--- src/hw/rtl/nmt_frc_pkg.sv ---
// ----------------------------------------------------------------------------
// nmt_frc_pkg
// types, constants and helpers shared by the frame receive check stages
// ----------------------------------------------------------------------------
`default_nettype none

package nmt_frc_pkg;

  localparam int unsigned BodyBits   = 140;
  localparam int unsigned InfoBits   = 70;
  localparam int unsigned InfoSkip   = 6;
  localparam int unsigned DataBits   = 64;
  localparam int unsigned ShortLimit = 48;
  localparam int unsigned TailStart  = 64;
  localparam int unsigned OnesStart  = 67;

  localparam logic [3:0] PrefixCallAck = 4'd1;
  localparam logic [3:0] PrefixFifteen = 4'd15;

  localparam logic [11:0] TailMeterLo = 12'h3f3;
  localparam logic [11:0] TailMeterHi = 12'h3f6;
  localparam logic [11:0] TailIdle    = 12'h3f0;
  localparam logic [11:0] TailRelease = 12'h3f1;
  localparam logic [11:0] TailClear   = 12'h3f2;

  localparam logic [5:0] TypeCallAck   = 6'd15;
  localparam logic [5:0] TypeSpareDown = 6'd43;
  localparam logic [5:0] TypeSpareUp   = 6'd44;

  // stage 1 -> stage 2
  typedef struct packed {
    logic [DataBits-1:0] x;        // x(0) in the top bit
    logic [InfoBits-1:0] par;      // p(j) in bit j
    logic                info_ok;
    logic                up;
    logic                ack;
  } unpack_t;

  // stage 2 -> stage 3
  typedef struct packed {
    logic [DataBits-1:0] digits;
    logic                ok;
    logic                short_f;
    logic                up;
    logic                ack;
  } chk_t;

  // stage 3 result
  typedef struct packed {
    logic [DataBits-1:0] digits;
    logic                ok;
    logic                short_f;
    logic [5:0]          ftype;
    logic                known;
  } res_t;

  // digit k of a 16-digit word, digit 0 in the top nibble
  function automatic logic [3:0] get_digit(input logic [DataBits-1:0] d,
                                           input logic [3:0] k);
    logic [DataBits-1:0] sh;
    sh = d >> ({2'b00, 4'd15 - k} * 6'd4);
    return sh[3:0];
  endfunction

endpackage

`default_nettype wire

--- src/hw/rtl/nmt_frc_unpack.sv ---
// ----------------------------------------------------------------------------
// nmt_frc_unpack
// splits the frame body into information and parity bits, checks leading zeros
// ----------------------------------------------------------------------------
`default_nettype none

module nmt_frc_unpack
  import nmt_frc_pkg::*;
(
  input  wire logic                clk_i,
  input  wire logic                rst_ni,
  input  wire logic                valid_i,
  output logic                     ready_o,
  input  wire logic [BodyBits-1:0] body_i,   // body bit 0 in the top bit
  input  wire logic                up_i,
  input  wire logic                ack_i,
  output logic                     valid_o,
  input  wire logic                ready_i,
  output unpack_t                  data_o
);

  logic    valid_q;
  unpack_t data_d, data_q;

  always_comb begin
    data_d = '0;
    for (int j = 0; j < InfoBits; j++) begin
      data_d.par[j] = body_i[BodyBits-1-2*j];
    end
    for (int j = 0; j < DataBits; j++) begin
      data_d.x[DataBits-1-j] = body_i[BodyBits-2-2*(j+InfoSkip)];
    end
    data_d.info_ok = 1'b1;
    for (int j = 0; j < InfoSkip; j++) begin
      if (body_i[BodyBits-2-2*j]) data_d.info_ok = 1'b0;
    end
    data_d.up  = up_i;
    data_d.ack = ack_i;
  end

  assign ready_o = !valid_q || ready_i;

  always_ff @(posedge clk_i or negedge rst_ni) begin
    if (!rst_ni) begin
      valid_q <= 1'b0;
    end else if (ready_o) begin
      valid_q <= valid_i;
    end
  end

  always_ff @(posedge clk_i) begin
    if (ready_o && valid_i) begin
      data_q <= data_d;
    end
  end

  assign valid_o = valid_q;
  assign data_o  = data_q;

endmodule

`default_nettype wire

--- src/hw/rtl/nmt_frc_parity.sv ---
// ----------------------------------------------------------------------------
// nmt_frc_parity
// parity check against the inverted code and shortened frame handling
// ----------------------------------------------------------------------------
`default_nettype none

module nmt_frc_parity
  import nmt_frc_pkg::*;
(
  input  wire logic    clk_i,
  input  wire logic    rst_ni,
  input  wire logic    valid_i,
  output logic         ready_o,
  input  wire unpack_t data_i,
  output logic         valid_o,
  input  wire logic    ready_i,
  output chk_t         data_o
);

  logic                valid_q;
  chk_t                data_d, data_q;
  logic [InfoBits-1:0] mism;
  logic [3:0]          prefix;
  logic                short_f;
  logic                head_err, mid_err, tail_err;

  always_comb begin
    for (int j = 0; j < InfoBits; j++) begin
      if (j < 3) begin
        mism[j] = data_i.par[j] != !data_i.x[DataBits-1-j];
      end else if (j < TailStart) begin
        mism[j] = data_i.par[j] != !(data_i.x[DataBits-1-j] ^ data_i.x[DataBits+2-j]);
      end else if (j < OnesStart) begin
        mism[j] = data_i.par[j] != !data_i.x[DataBits+2-j];
      end else begin
        mism[j] = !data_i.par[j];
      end
    end
  end

  assign head_err = |mism[ShortLimit-1:0];
  assign mid_err  = |mism[TailStart-1:ShortLimit];
  assign tail_err = |mism[InfoBits-1:TailStart];
  assign prefix   = get_digit(data_i.x, 4'd3);
  assign short_f  = data_i.ack && (prefix == PrefixCallAck || prefix == PrefixFifteen);

  always_comb begin
    data_d         = '0;
    data_d.digits  = short_f ? {data_i.x[DataBits-1:12], 12'h000} : data_i.x;
    data_d.ok      = data_i.info_ok && !head_err && (short_f || (!mid_err && !tail_err));
    data_d.short_f = short_f;
    data_d.up      = data_i.up;
    data_d.ack     = data_i.ack;
  end

  assign ready_o = !valid_q || ready_i;

  always_ff @(posedge clk_i or negedge rst_ni) begin
    if (!rst_ni) begin
      valid_q <= 1'b0;
    end else if (ready_o) begin
      valid_q <= valid_i;
    end
  end

  always_ff @(posedge clk_i) begin
    if (ready_o && valid_i) begin
      data_q <= data_d;
    end
  end

  assign valid_o = valid_q;
  assign data_o  = data_q;

endmodule

`default_nettype wire

--- src/hw/rtl/nmt_frc_classify.sv ---
// ----------------------------------------------------------------------------
// nmt_frc_classify
// frame type lookup from prefix and direction, result register
// ----------------------------------------------------------------------------
`default_nettype none

module nmt_frc_classify
  import nmt_frc_pkg::*;
(
  input  wire logic clk_i,
  input  wire logic rst_ni,
  input  wire logic valid_i,
  output logic      ready_o,
  input  wire chk_t data_i,
  output logic      valid_o,
  input  wire logic ready_i,
  output res_t      data_o
);

  logic       valid_q;
  res_t       data_d, data_q;
  logic [3:0] p, d6, d10, d11, d13;
  logic [11:0] tail;
  logic [5:0] idx;
  logic       known;
  logic       tail_meter;

  assign p    = get_digit(data_i.digits, 4'd3);
  assign d6   = get_digit(data_i.digits, 4'd6);
  assign d10  = get_digit(data_i.digits, 4'd10);
  assign d11  = get_digit(data_i.digits, 4'd11);
  assign d13  = get_digit(data_i.digits, 4'd13);
  assign tail = data_i.digits[11:0];
  assign tail_meter = (tail >= TailMeterLo && tail <= TailMeterHi) || tail == 12'h000;

  always_comb begin
    idx   = '0;
    known = 1'b1;
    if (data_i.up) begin
      case (p)
        4'd0:  idx = 6'd25;
        4'd1:  idx = 6'd16;
        4'd2:  idx = 6'd39;
        4'd4:  idx = 6'd40;
        4'd6:  idx = 6'd17;
        4'd7: begin
          if (d11 == 4'd0) idx = 6'd23;
          else if (d11 == 4'd15) idx = 6'd24;
          else known = 1'b0;
        end
        4'd8:  idx = (d11 == 4'd2) ? 6'd22 : 6'd21;
        4'd9: begin
          if (tail == 12'd2 || tail == 12'd6) idx = 6'd36;
          else if (tail == 12'd14) idx = 6'd37;
          else if (tail == 12'd7 || tail == 12'd8) idx = 6'd38;
          else idx = 6'd35;
        end
        4'd11: idx = 6'd20;
        4'd12: idx = 6'd26;
        4'd13: idx = 6'd41;
        4'd14: idx = 6'd18;
        4'd15: idx = 6'd19;
        default: idx = TypeSpareUp;
      endcase
      if (p == PrefixCallAck && data_i.ack) begin
        idx   = TypeCallAck;
        known = 1'b1;
      end
    end else begin
      case (p)
        4'd0:  idx = 6'd13;
        4'd3:  idx = (d6 == 4'd15) ? 6'd32 : 6'd10;
        4'd4:  idx = 6'd1;
        4'd5: begin
          if (d6 == 4'd15) idx = 6'd33;
          else if (tail_meter) idx = 6'd8;
          else idx = 6'd7;
        end
        4'd6:  idx = (d13 == 4'd0) ? 6'd12 : 6'd11;
        4'd8:  idx = 6'd14;
        4'd9:  idx = 6'd9;
        4'd10: idx = 6'd42;
        4'd12: begin
          if (d6 == 4'd0 || d6 == 4'd14 || d6 == 4'd15) idx = 6'd0;
          else if (tail_meter) idx = 6'd2;
          else if (tail == TailIdle) idx = 6'd6;
          else if (tail == TailRelease) idx = 6'd4;
          else if (tail == TailClear) idx = 6'd5;
          else idx = 6'd3;
        end
        4'd14: idx = (d13 != 4'd15) ? TypeSpareDown : 6'd34;
        4'd15: begin
          if (d13 != 4'd15) begin
            idx = TypeSpareDown;
          end else begin
            case (d10)
              4'd3:          idx = 6'd27;
              4'd6, 4'd13:   idx = 6'd29;
              4'd7, 4'd14:   idx = 6'd30;
              4'd15:         idx = 6'd31;
              default:       idx = 6'd28;
            endcase
          end
        end
        default: idx = TypeSpareDown;
      endcase
    end
  end

  // a bad frame reports nothing but frame_ok low
  always_comb begin
    data_d         = '0;
    data_d.ok      = data_i.ok;
    if (data_i.ok) begin
      data_d.digits  = data_i.digits;
      data_d.short_f = data_i.short_f;
      data_d.ftype   = known ? idx : 6'd0;
      data_d.known   = known;
    end
  end

  assign ready_o = !valid_q || ready_i;

  always_ff @(posedge clk_i or negedge rst_ni) begin
    if (!rst_ni) begin
      valid_q <= 1'b0;
    end else if (ready_o) begin
      valid_q <= valid_i;
    end
  end

  always_ff @(posedge clk_i) begin
    if (ready_o && valid_i) begin
      data_q <= data_d;
    end
  end

  assign valid_o = valid_q;
  assign data_o  = data_q;

endmodule

`default_nettype wire

--- src/hw/rtl/nmt_frame_receive_check.sv ---
// ----------------------------------------------------------------------------
// nmt_frame_receive_check
// parity check and frame type classification of received frame bodies
// ----------------------------------------------------------------------------
// channel  dir  tdata (low bits first)                   tuser (low bits first)
// s_axis   in   coded_first, coded_second, coded_third   toward_switch, call_ack
// m_axis   out  recovered_digits, frame_type             frame_ok, shortened, type_known
//
// three register stages: unpack, parity check, classify + result register
// a frame can enter every cycle while the output is not stalled; m_axis_tvalid
// rises once the frame has passed the unpack, parity and classify registers
// each stage advances when empty or when the next one advances, so bubbles
// fill up while the output is stalled and nothing is dropped or repeated
// reset clears only the stage valid bits
// ----------------------------------------------------------------------------
`default_nettype none

module nmt_frame_receive_check
  import nmt_frc_pkg::*;
(
  input  wire logic         clk_i,
  input  wire logic         rst_ni,
  input  wire logic         s_axis_tvalid,
  output logic              s_axis_tready,
  input  wire logic [143:0] s_axis_tdata,  // coded_first, coded_second, coded_third, 4'b0
  input  wire logic [1:0]   s_axis_tuser,  // toward_switch, call_ack
  output logic              m_axis_tvalid,
  input  wire logic         m_axis_tready,
  output logic [71:0]       m_axis_tdata,  // recovered_digits, frame_type, 2'b0
  output logic [2:0]        m_axis_tuser   // frame_ok, shortened, type_known
);

  logic            v1, r1, v2, r2;
  unpack_t         st1;
  chk_t            st2;
  res_t            res;
  logic [BodyBits-1:0] body;

  assign body = {s_axis_tdata[63:0], s_axis_tdata[127:64], s_axis_tdata[139:128]};

  nmt_frc_unpack u_unpack (
    .clk_i   (clk_i),
    .rst_ni  (rst_ni),
    .valid_i (s_axis_tvalid),
    .ready_o (s_axis_tready),
    .body_i  (body),
    .up_i    (s_axis_tuser[0]),
    .ack_i   (s_axis_tuser[1]),
    .valid_o (v1),
    .ready_i (r1),
    .data_o  (st1)
  );

  nmt_frc_parity u_parity (
    .clk_i   (clk_i),
    .rst_ni  (rst_ni),
    .valid_i (v1),
    .ready_o (r1),
    .data_i  (st1),
    .valid_o (v2),
    .ready_i (r2),
    .data_o  (st2)
  );

  nmt_frc_classify u_classify (
    .clk_i   (clk_i),
    .rst_ni  (rst_ni),
    .valid_i (v2),
    .ready_o (r2),
    .data_i  (st2),
    .valid_o (m_axis_tvalid),
    .ready_i (m_axis_tready),
    .data_o  (res)
  );

  assign m_axis_tdata = {2'b00, res.ftype, res.digits};
  assign m_axis_tuser = {res.known, res.short_f, res.ok};

`ifndef SYNTH
  a_bad_frame_blank: assert property (@(posedge clk_i) disable iff (!rst_ni)
    m_axis_tvalid && !res.ok |-> res.digits == '0 && !res.short_f && !res.known)
    else $error("bad frame result not cleared");

  a_short_tail_clear: assert property (@(posedge clk_i) disable iff (!rst_ni)
    m_axis_tvalid && res.short_f |-> res.digits[11:0] == 12'h000)
    else $error("shortened frame keeps tail digits");

  a_unknown_type_zero: assert property (@(posedge clk_i) disable iff (!rst_ni)
    m_axis_tvalid && !res.known |-> res.ftype == 6'd0)
    else $error("unknown frame carries a type");

  a_stall_ripples: assert property (@(posedge clk_i) disable iff (!rst_ni)
    v1 && v2 && m_axis_tvalid && !m_axis_tready |-> !s_axis_tready)
    else $error("full pipeline accepts during stall");
`endif

endmodule

`default_nettype wire

--- config.mk ---
export PLATFORM = sky130hd
export DESIGN_NAME = nmt_frame_receive_check
export DESIGN_NICKNAME = d
export VERILOG_FILES = /design/src/hw/rtl/nmt_frc_pkg.sv /design/src/hw/rtl/nmt_frc_unpack.sv /design/src/hw/rtl/nmt_frc_parity.sv /design/src/hw/rtl/nmt_frc_classify.sv /design/src/hw/rtl/nmt_frame_receive_check.sv
export SDC_FILE = /design/constraint.sdc
export NUM_CORES = 1
export LEC_CHECK = 0
export ABC_AREA = 1
export BUFFER_PORTS_ARGS = -buffer_cell sky130_fd_sc_hd__buf_2
export CORE_ASPECT_RATIO = 1.75
export CORE_UTILIZATION = 55
export DETAILED_ROUTE_END_ITERATION = 8
export PLACE_DENSITY_LB_ADDON = 0.2
export SLEW_MARGIN = 25
export SYNTH_ARGS = -nofsm -noshare
export SYNTH_HDL_FRONTEND = slang
export SYNTH_SLANG_ARGS = --single-unit
--- constraint.sdc ---
create_clock -name clk_i -period 5.8 [get_ports clk_i]
set_clock_uncertainty 0.1 [all_clocks]
set_input_delay 0.58 -clock clk_i [delete_from_list [all_inputs] [get_ports clk_i]]
set_output_delay 0.58 -clock clk_i [all_outputs]
set_load 0.05 [all_outputs]
==> key figures, run 1 <==
Pwr
  – Leak pwr: 7.01 nW
  – Power Total: 5.68 mW
  – Pwr/cell area: 389 mW/mm2
  – Max VDD drop: between 0.2 and 0.3 mV

Global routing
  – First-pass GRT wire length: 42,100 um
  – Total global routing overflow: 0
  – GR Util met2: 50.1%
  – Busiest layer in global routing: met2
  – Number of global-route vias before repair: 8,447
  – Largest net degree at the start of global routing: 101
  – GR Util All Layers: 25.1%
  – Initial antenna violation count: 1
  – Met1 Use GR: 24.8%
  – GR Layer Usage met3: 2.91%

Clock tree
  – CTS clk-pin slew, worst paths: roughly 0.070 ns
  – Clock root buffer: clkbuf_16
  – CTS tree: yes
  – Clk Latency, worst-skew pair: 0.53 ns
  – Num CTS Buffers: 25
  – Hold buffers post-CTS: 1
  – Clock Sink Count: 281
  – Postcts setup bufs: 0
  – H-tree depth: 1
  – Max clock buf depth: 3
  – Cts repair resizes: 0

STA
  – Fmax: 388 MHz
  – # setup viols final: 0
  – Min cycle time layout: 2.58 ns
  – Hold Vio Cnt, Final: 0
  – Fin crit share: between 40% and 50%
  – Final Max Slew Viols: 0
  – Fin Hold WS: roughly 0.11 ns
  – Actual slew at the worst max-slew pin: 0.959 ns
  – Total negative slack: 0 ns
  – Slew Limit Headroom: 36.1%
  – RSZ-0062 raised after global routing: false

Setup path
  – R2R depth: 6
  – Cell mode on critical path: nand2_1
  – CP max stage delay: 0.64 ns
  – Crit Path Class: reg -> reg
  – Max FO, Critical Path: 100
  – Worst Path Required: 5.87 ns
  – Register-to-register path setup slack: 3.22 ns
  – Element type at the critical path end: flip-flop
  – Worst R2R End: u_unpack.data_o[20]$_DFFE_PP_
  – Crit-path cells: nand2_1 > nor2_1 > nand2_1 > nand2_1 > inv_6 > buf_4
  – Worst EP arrival: about 2.7 ns
  – Worst Setup Start Kind: flip-flop
  – FF-to-FF Start: u_classify.valid_o$_DFFE_PN0P_
  – Crit path from: u_classify.valid_o$_DFFE_PN0P_
  – Slowest CP cell: inv_6

Placed design
  – Post-DP HPWL: 20,600 um
  – Port Buffers: 220
  – Dpl cell area: approximately 0.014 mm2
  – Placer Congestion: ~0.91

Floorplan
  – Die area: 0.0229 mm2
  – Core area: 0.0217 mm2
  – Die X: roughly 110 um
  – Die Span Y: around 200 um
  – I/O pins: between 200 and 250
  – Site Rows: approximately 70
  – Starting density of the core: roughly 57%

Layout
  – Filler Cells Inserted: 1,711
  – Final core occ: 67.4%
  – Fin area: 0.0146 mm2
  – Area growth from synthesis to layout: 19.2%
  – Net count, final: 1,588
  – Share of post-route cells with drive strength above 1: between 10% and 20%

Routing
  – Final wirelength: 27,900 um
  – Total number of vias: ~8,700
  – Vias/cell: 4.96
  – DR pass1 iterations: 7
  – DRT antenna net count: 0
  – DR WL/cell: 15.9 um
  – # DRC: 0
  – Initial drt markers: 621

Worst hold path
  – Hold Path Origin: s_axis_tdata[55]
  – Hold Path End: u_unpack.data_o[7]$_DFFE_PP_
  – WHS Path Cells: 1
  – Worst Hold Class: in -> reg

Synthesis
  – Syn Std Cell Area: between 0.01 and 0.015 mm2
  – Synth warn: 0
  – Ys async rst share: 1.07%
  – Synth Flop Type: edfxtp_1
  – Syn avg cell area: 10.3 um2
  – Flops & latches, synth: 281
  – Seq/Total Area, Yosys: 68.7%
  – Unique masters post-synth: 33
  – Post-synth EDFFs: ~280
  – Synth Instances: 1,194

Status
  – Status: finished, final reports clean

Flow run
  – Max-cap violations: 0
[critical path, delay by kind of cell, from the launching register on]
family,cells,cell delay (ns)
buf+inv,2,1.18
flops,1,0.42
simple gates,4,0.37
[final cells by class]
type	instances	area, um2	share of cell area, %
diodes	2	5.00	0.0342
flip-flops and latches	281	8420	57.6
multi-input cells	700	3040	20.8
repair buffers	226	1170	8.00
clock inverters	12	140	0.959
inverters	204	772	5.28
well taps	292	365	2.50
clock buffers	34	699	4.79
[cell families after synthesis]
group | count (synthesis) | share of synthesized area (%)
other | 1 | 0.0306
AND/OR/NAND/NOR | 649 | 21.7
AO/OA/AOI/OAI | 27 | 1.31
buffers and inverters | 214 | 6.64
flip-flops | 281 | 68.7
XOR/XNOR | 22 | 1.57
[cell usage after synthesis (all sizes together), types with 2 or more instances]
cell type / number / area (um2)
xnor2: 10 / 87.6
nand3b: 21 / 158
or2: 4 / 25.0
buf: 3 / 20.0
a21oi: 10 / 50.1
inv: 203 / 762
nor3: 7 / 35.0
o211ai: 2 / 15.0
dfrtp: 3 / 75.1
nor2: 94 / 358
o21ai: 7 / 35.0
nand4: 6 / 37.5
xor2: 12 / 105
edfxtp: 278 / 8350
nand2: 446 / 1690
clkbuf: 7 / 26.3
a31oi: 2 / 12.5
nand3: 69 / 345
[per-stage QoR]
step           setup WS (ns)  cells
2_1_floorplan          0.960   1195
3_3_place_gp            2.98   1701
3_5_place_dp            2.96   1701
4_1_cts                 3.22   1748
5_1_grt                 3.06   1750
6_report                3.22   1751
[worst max path at each step]
stage	slack [ns]	depth (start not counted)	end
after global routing	3.06	6	u_unpack.data_o[39]$_DFFE_PP_
after CTS	3.22	6	u_unpack.data_o[38]$_DFFE_PP_
after floorplan	0.96	1	u_classify.data_o[0]$_SDFFCE_PN0P_
final	3.22	6	u_unpack.data_o[20]$_DFFE_PP_
after detailed placement	2.96	8	u_unpack.data_o[17]$_DFFE_PP_
after global placement	2.98	8	u_unpack.data_o[17]$_DFFE_PP_
[per-layer routing]
| layer | vias up | routed length (um) |
|---|---|---|
| met5 | - | 0 |
| met4 | 0 | 1190 |
| met3 | 60 | 1220 |
| met2 | 295 | 16000 |
| met1 | 4002 | 9460 |
| li1 | 4324 | - |
[where the power goes]
group / internal (mW) / total [mW] / switching [mW]
combinational: 0.286 / 1.20 / 0.914
sequential: 2.62 / 2.79 / 0.168
clock: 0.981 / 1.69 / 0.707
[registers in the layout, summed over array words and instances, names as in the netlist]
| name | count |
|---|---|
| u_classify.valid_o | 1 |
| u_parity.data_o | 68 |
| u_classify.data_o | 73 |
| u_parity.valid_o | 1 |
| u_unpack.valid_o | 1 |
| u_unpack.data_o | 137 |
[cell usage in the layout (no fill, tap or decap), drive strengths merged, types with 2 or more instances in the layout]
cell type    n
a21oi       10
a31oi        2
buf        225
bufinv       3
clkbuf      34
clkinv       9
conb         2
dfrtp        3
diode        2
edfxtp     278
inv        204
nand2      446
nand3       69
nand3b      21
nand4        6
nor2        94
nor3         7
o211ai       2
o21ai        7
or2          4
xnor2       10
xor2        12
Power figures use the tool's default switching activity.
==> inputs of run 2 (changes only) <==
==> constraint.sdc (replaced) <==
create_clock -name clk_i -period 2.6 [get_ports clk_i]
set_clock_uncertainty 0.1 [all_clocks]
set_input_delay 0.26 -clock clk_i [delete_from_list [all_inputs] [get_ports clk_i]]
set_output_delay 0.26 -clock clk_i [all_outputs]
set_load 0.05 [all_outputs]
==> run 2 against run 1 <==
Against the previous run: worst hold slack gained 0.21 ns; register-to-register slack worse by 2.6 ns; sequential share of layout area shrank 5.1 points; via count rose by 9.9%; global-route usage increased by 3.9 points; final area is 9.8% higher; utilization grew 6.6 points; wire length up 17%; count of clock-buffer cells in the layout shrank 7; sequential cell count did not move; first-iteration DRC count shrank 7.6%.
==> key figures, run 2 (same netlist as run 1, synthesis figures left out) <==
Clock tree
  – Clk Latency, worst-skew pair: 0.54 ns (about the same)
  – CTS clk-pin slew, worst paths: 0.06 ns (about the same)
  – Postcts setup bufs: 0 (unchanged)
  – CTS tree: yes
  – Hold buffers post-CTS: 142 (+141)
  – Clock root buffer: clkbuf_16
  – Clock Sink Count: 281 (unchanged)
  – H-tree depth: 1 (unchanged)
  – Num CTS Buffers: 25 (unchanged)
  – Cts repair resizes: 0 (unchanged)
  – Max clock buf depth: 3 (unchanged)

Global routing
  – Number of global-route vias before repair: 9,655 (+14%)
  – GR Util met2: 57.7% (+7.6 points)
  – Initial antenna violation count: 1 (unchanged)
  – Largest net degree at the start of global routing: 138 (+37%)
  – GR Util All Layers: 29.0% (+3.9 points)
  – Busiest layer in global routing: met2
  – First-pass GRT wire length: 48,900 um (+16%)
  – Total global routing overflow: 0 (unchanged)
  – GR Layer Usage met3: 3.49% (+0.58 points)
  – Met1 Use GR: 28.0% (+3.2 points)

Placed design
  – Placed cells: 1,704 (+0.18%)
  – Dpl cell area: 0.0138 mm2 (+0.62%)
  – Post-DP HPWL: 20,800 um (+0.79%)
  – Placer Congestion: 0.870 (-4.1%)
  – Port Buffers: 220 (unchanged)

STA
  – Min cycle time layout: 2.01 ns (-0.566 ns)
  – Actual slew at the worst max-slew pin: 0.879 ns (-0.0801 ns)
  – Slew Limit Headroom: 41.4% (+5.3 points)
  – Hold Vio Cnt, Final: 0 (unchanged)
  – # setup viols final: 0 (unchanged)
  – Final Max Slew Viols: 0 (unchanged)
  – RSZ-0062 raised after global routing: false
  – Fin crit share: 77.3% (+33 points)
  – Fmax: 498 MHz (+28%)

Routing
  – DR WL/cell: 17.2 um (+8.1%)
  – Total number of vias: 9,543 (+9.9%)
  – DR pass1 iterations: 5 (-2)
  – Initial drt markers: 574 (-7.6%)
  – Vias/cell: 5.04 (+1.7%)
  – Final wirelength: 32,600 um (+17%)
  – DRT antenna net count: 0 (unchanged)
  – # DRC: 0 (unchanged)

Setup path
  – Crit Path Class: reg -> reg
  – Max FO, Critical Path: 7 (-93%)
  – Worst EP arrival: 2.19 ns (-0.46 ns)
  – Register-to-register path setup slack: 0.59 ns (-2.63 ns)
  – Element type at the critical path end: flip-flop
  – Worst Setup Start Kind: flip-flop
  – Worst Path Required: 2.78 ns (-3.09 ns)

Layout
  – Most frequent cells in the layout: nand2_1, edfxtp_1, buf_2, inv_1, dlygate4sd3_1
  – Fin area: 0.0160 mm2 (+9.8%)
  – Final core occ: 74.0% (+6.6 points)
  – Layout Cells excl Fill: 1,893 (+8.1%)
  – Net count, final: 1,731 (+9.0%)
  – Max reg flops: 137 (unchanged)
  – Filler Cells Inserted: 1,455 (-15%)
  – Most common cell after layout, fill and taps aside: nand2_1
  – Area growth from synthesis to layout: 30.8%
  – Share of post-route cells with drive strength above 1: 18.1% (-1.5 points)

Status
  – Status: finished, final reports clean

Pwr
  – Pwr/cell area: 798 mW/mm2 (+110%)
  – Sw frac: 32.7% (+1.2 points)
  – Max VDD drop: 0.740 mV (+160%)
  – Combinational share of power: 22.8% (+1.7 points)
  – Flop pwr share: 48.7% (-0.4 points)
  – Leak pwr: 7.58 nW (+8.1%)
  – Net Switching: 4.18 mW (+130%)
  – Power Total: 12.8 mW (+130%)
  – Clock power frac: 28.4% (-1.3 points)
  – Int Power: 8.62 mW (+120%)

Floorplan
  – Starting density of the core: 56.5% (unchanged)
  – I/O pins: 227 (unchanged)
  – Die X: 115 um (unchanged)
  – Die Span Y: 199 um (unchanged)
  – Core area: 0.0217 mm2 (unchanged)
  – Site Rows: 71 (unchanged)
  – Die area: 0.0229 mm2 (unchanged)

Flow run
  – Max-cap violations: 0 (unchanged)

Worst hold path
  – Worst Hold Class: in -> reg
==> run 2: cell types whose count changed in the layout (fill, tap and decap cells not counted), sizes merged <==
cell / change
clkinvlp: +6
dlygate4sd3: +141
inv: -2
diode: -1
clkinv: +4
buf: +2
clkbuf: -7
bufinv: -1
==> run 2: path summary, 6_finish.rpt <==
kind / endpoint / depth (start not counted) / from
max: u_classify.data_o[2]$_SDFFCE_PN0P_ / 10 / u_parity.data_o[55]$_DFFE_PP_
min: u_unpack.data_o[64]$_DFFE_PP_ / 2 / s_axis_tdata[69]
max reg2reg: u_classify.data_o[2]$_SDFFCE_PN0P_ / 10 / u_parity.data_o[55]$_DFFE_PP_
min reg2reg: u_parity.data_o[1]$_DFFE_PP_ / 0 / u_unpack.data_o[1]$_DFFE_PP_
max in group asynchronous: u_classify.valid_o$_DFFE_PN0P_ / 3 / rst_ni
min in group asynchronous: u_parity.valid_o$_DFFE_PN0P_ / 3 / rst_ni
==> run 2: through the flow <==
stage | setup slack, ns | TNS, ns | hold slack (ns)
global placement | 0.591 | 0 | -0.0432
CTS | 0.571 | 0 | 0.305
detailed placement | 0.582 | 0 | -0.0415
finish | 0.591 | 0 | 0.322
global route | 0.397 | 0 | 0.316
floorplan | -0.929 | -164.21 | -0.136
==> run 2: area by class of cell <==
class,instances,area [um2],area share (%)
sequential,281,8420,52.5
multi-input combinational,700,3060,19.1
timing repair buffer,369,2610,16.3
inverter,204,774,4.83
clock buffer,27,633,3.95
tap,292,365,2.28
clock inverter,19,165,1.03
antenna,1,2.50,0.0156
==> run 2: power by group through the flow <==
stage	combinational [mW]	sequential [mW]	clock [mW]
2_1_floorplan	1.03	7.16	0
3_3_place_gp	2.69	6.29	0
3_5_place_dp	2.73	6.31	0
4_1_cts	2.90	6.22	3.66
5_1_grt	3.15	6.30	3.83
6_report	2.92	6.24	3.64
==> run 2: critical path, cell delays in order, from the launching register on <==
cell	delay, ns
edfxtp_1	0.51
inv_2	0.14
nand2_4	0.08
nor2_1	0.27
nor2_1	0.13
nand4_1	0.11
nand2_1	0.09
nor2_1	0.14
nand3_1	0.09
nand2_1	0.06
inv_1	0.03
==> run 2: routing by layer <==
layer  up-vias  wire length [um]
li1       4612                 -
met1      4437             10700
met2       399             18500
met3        95              1650
met4         0              1710
met5         -                 0
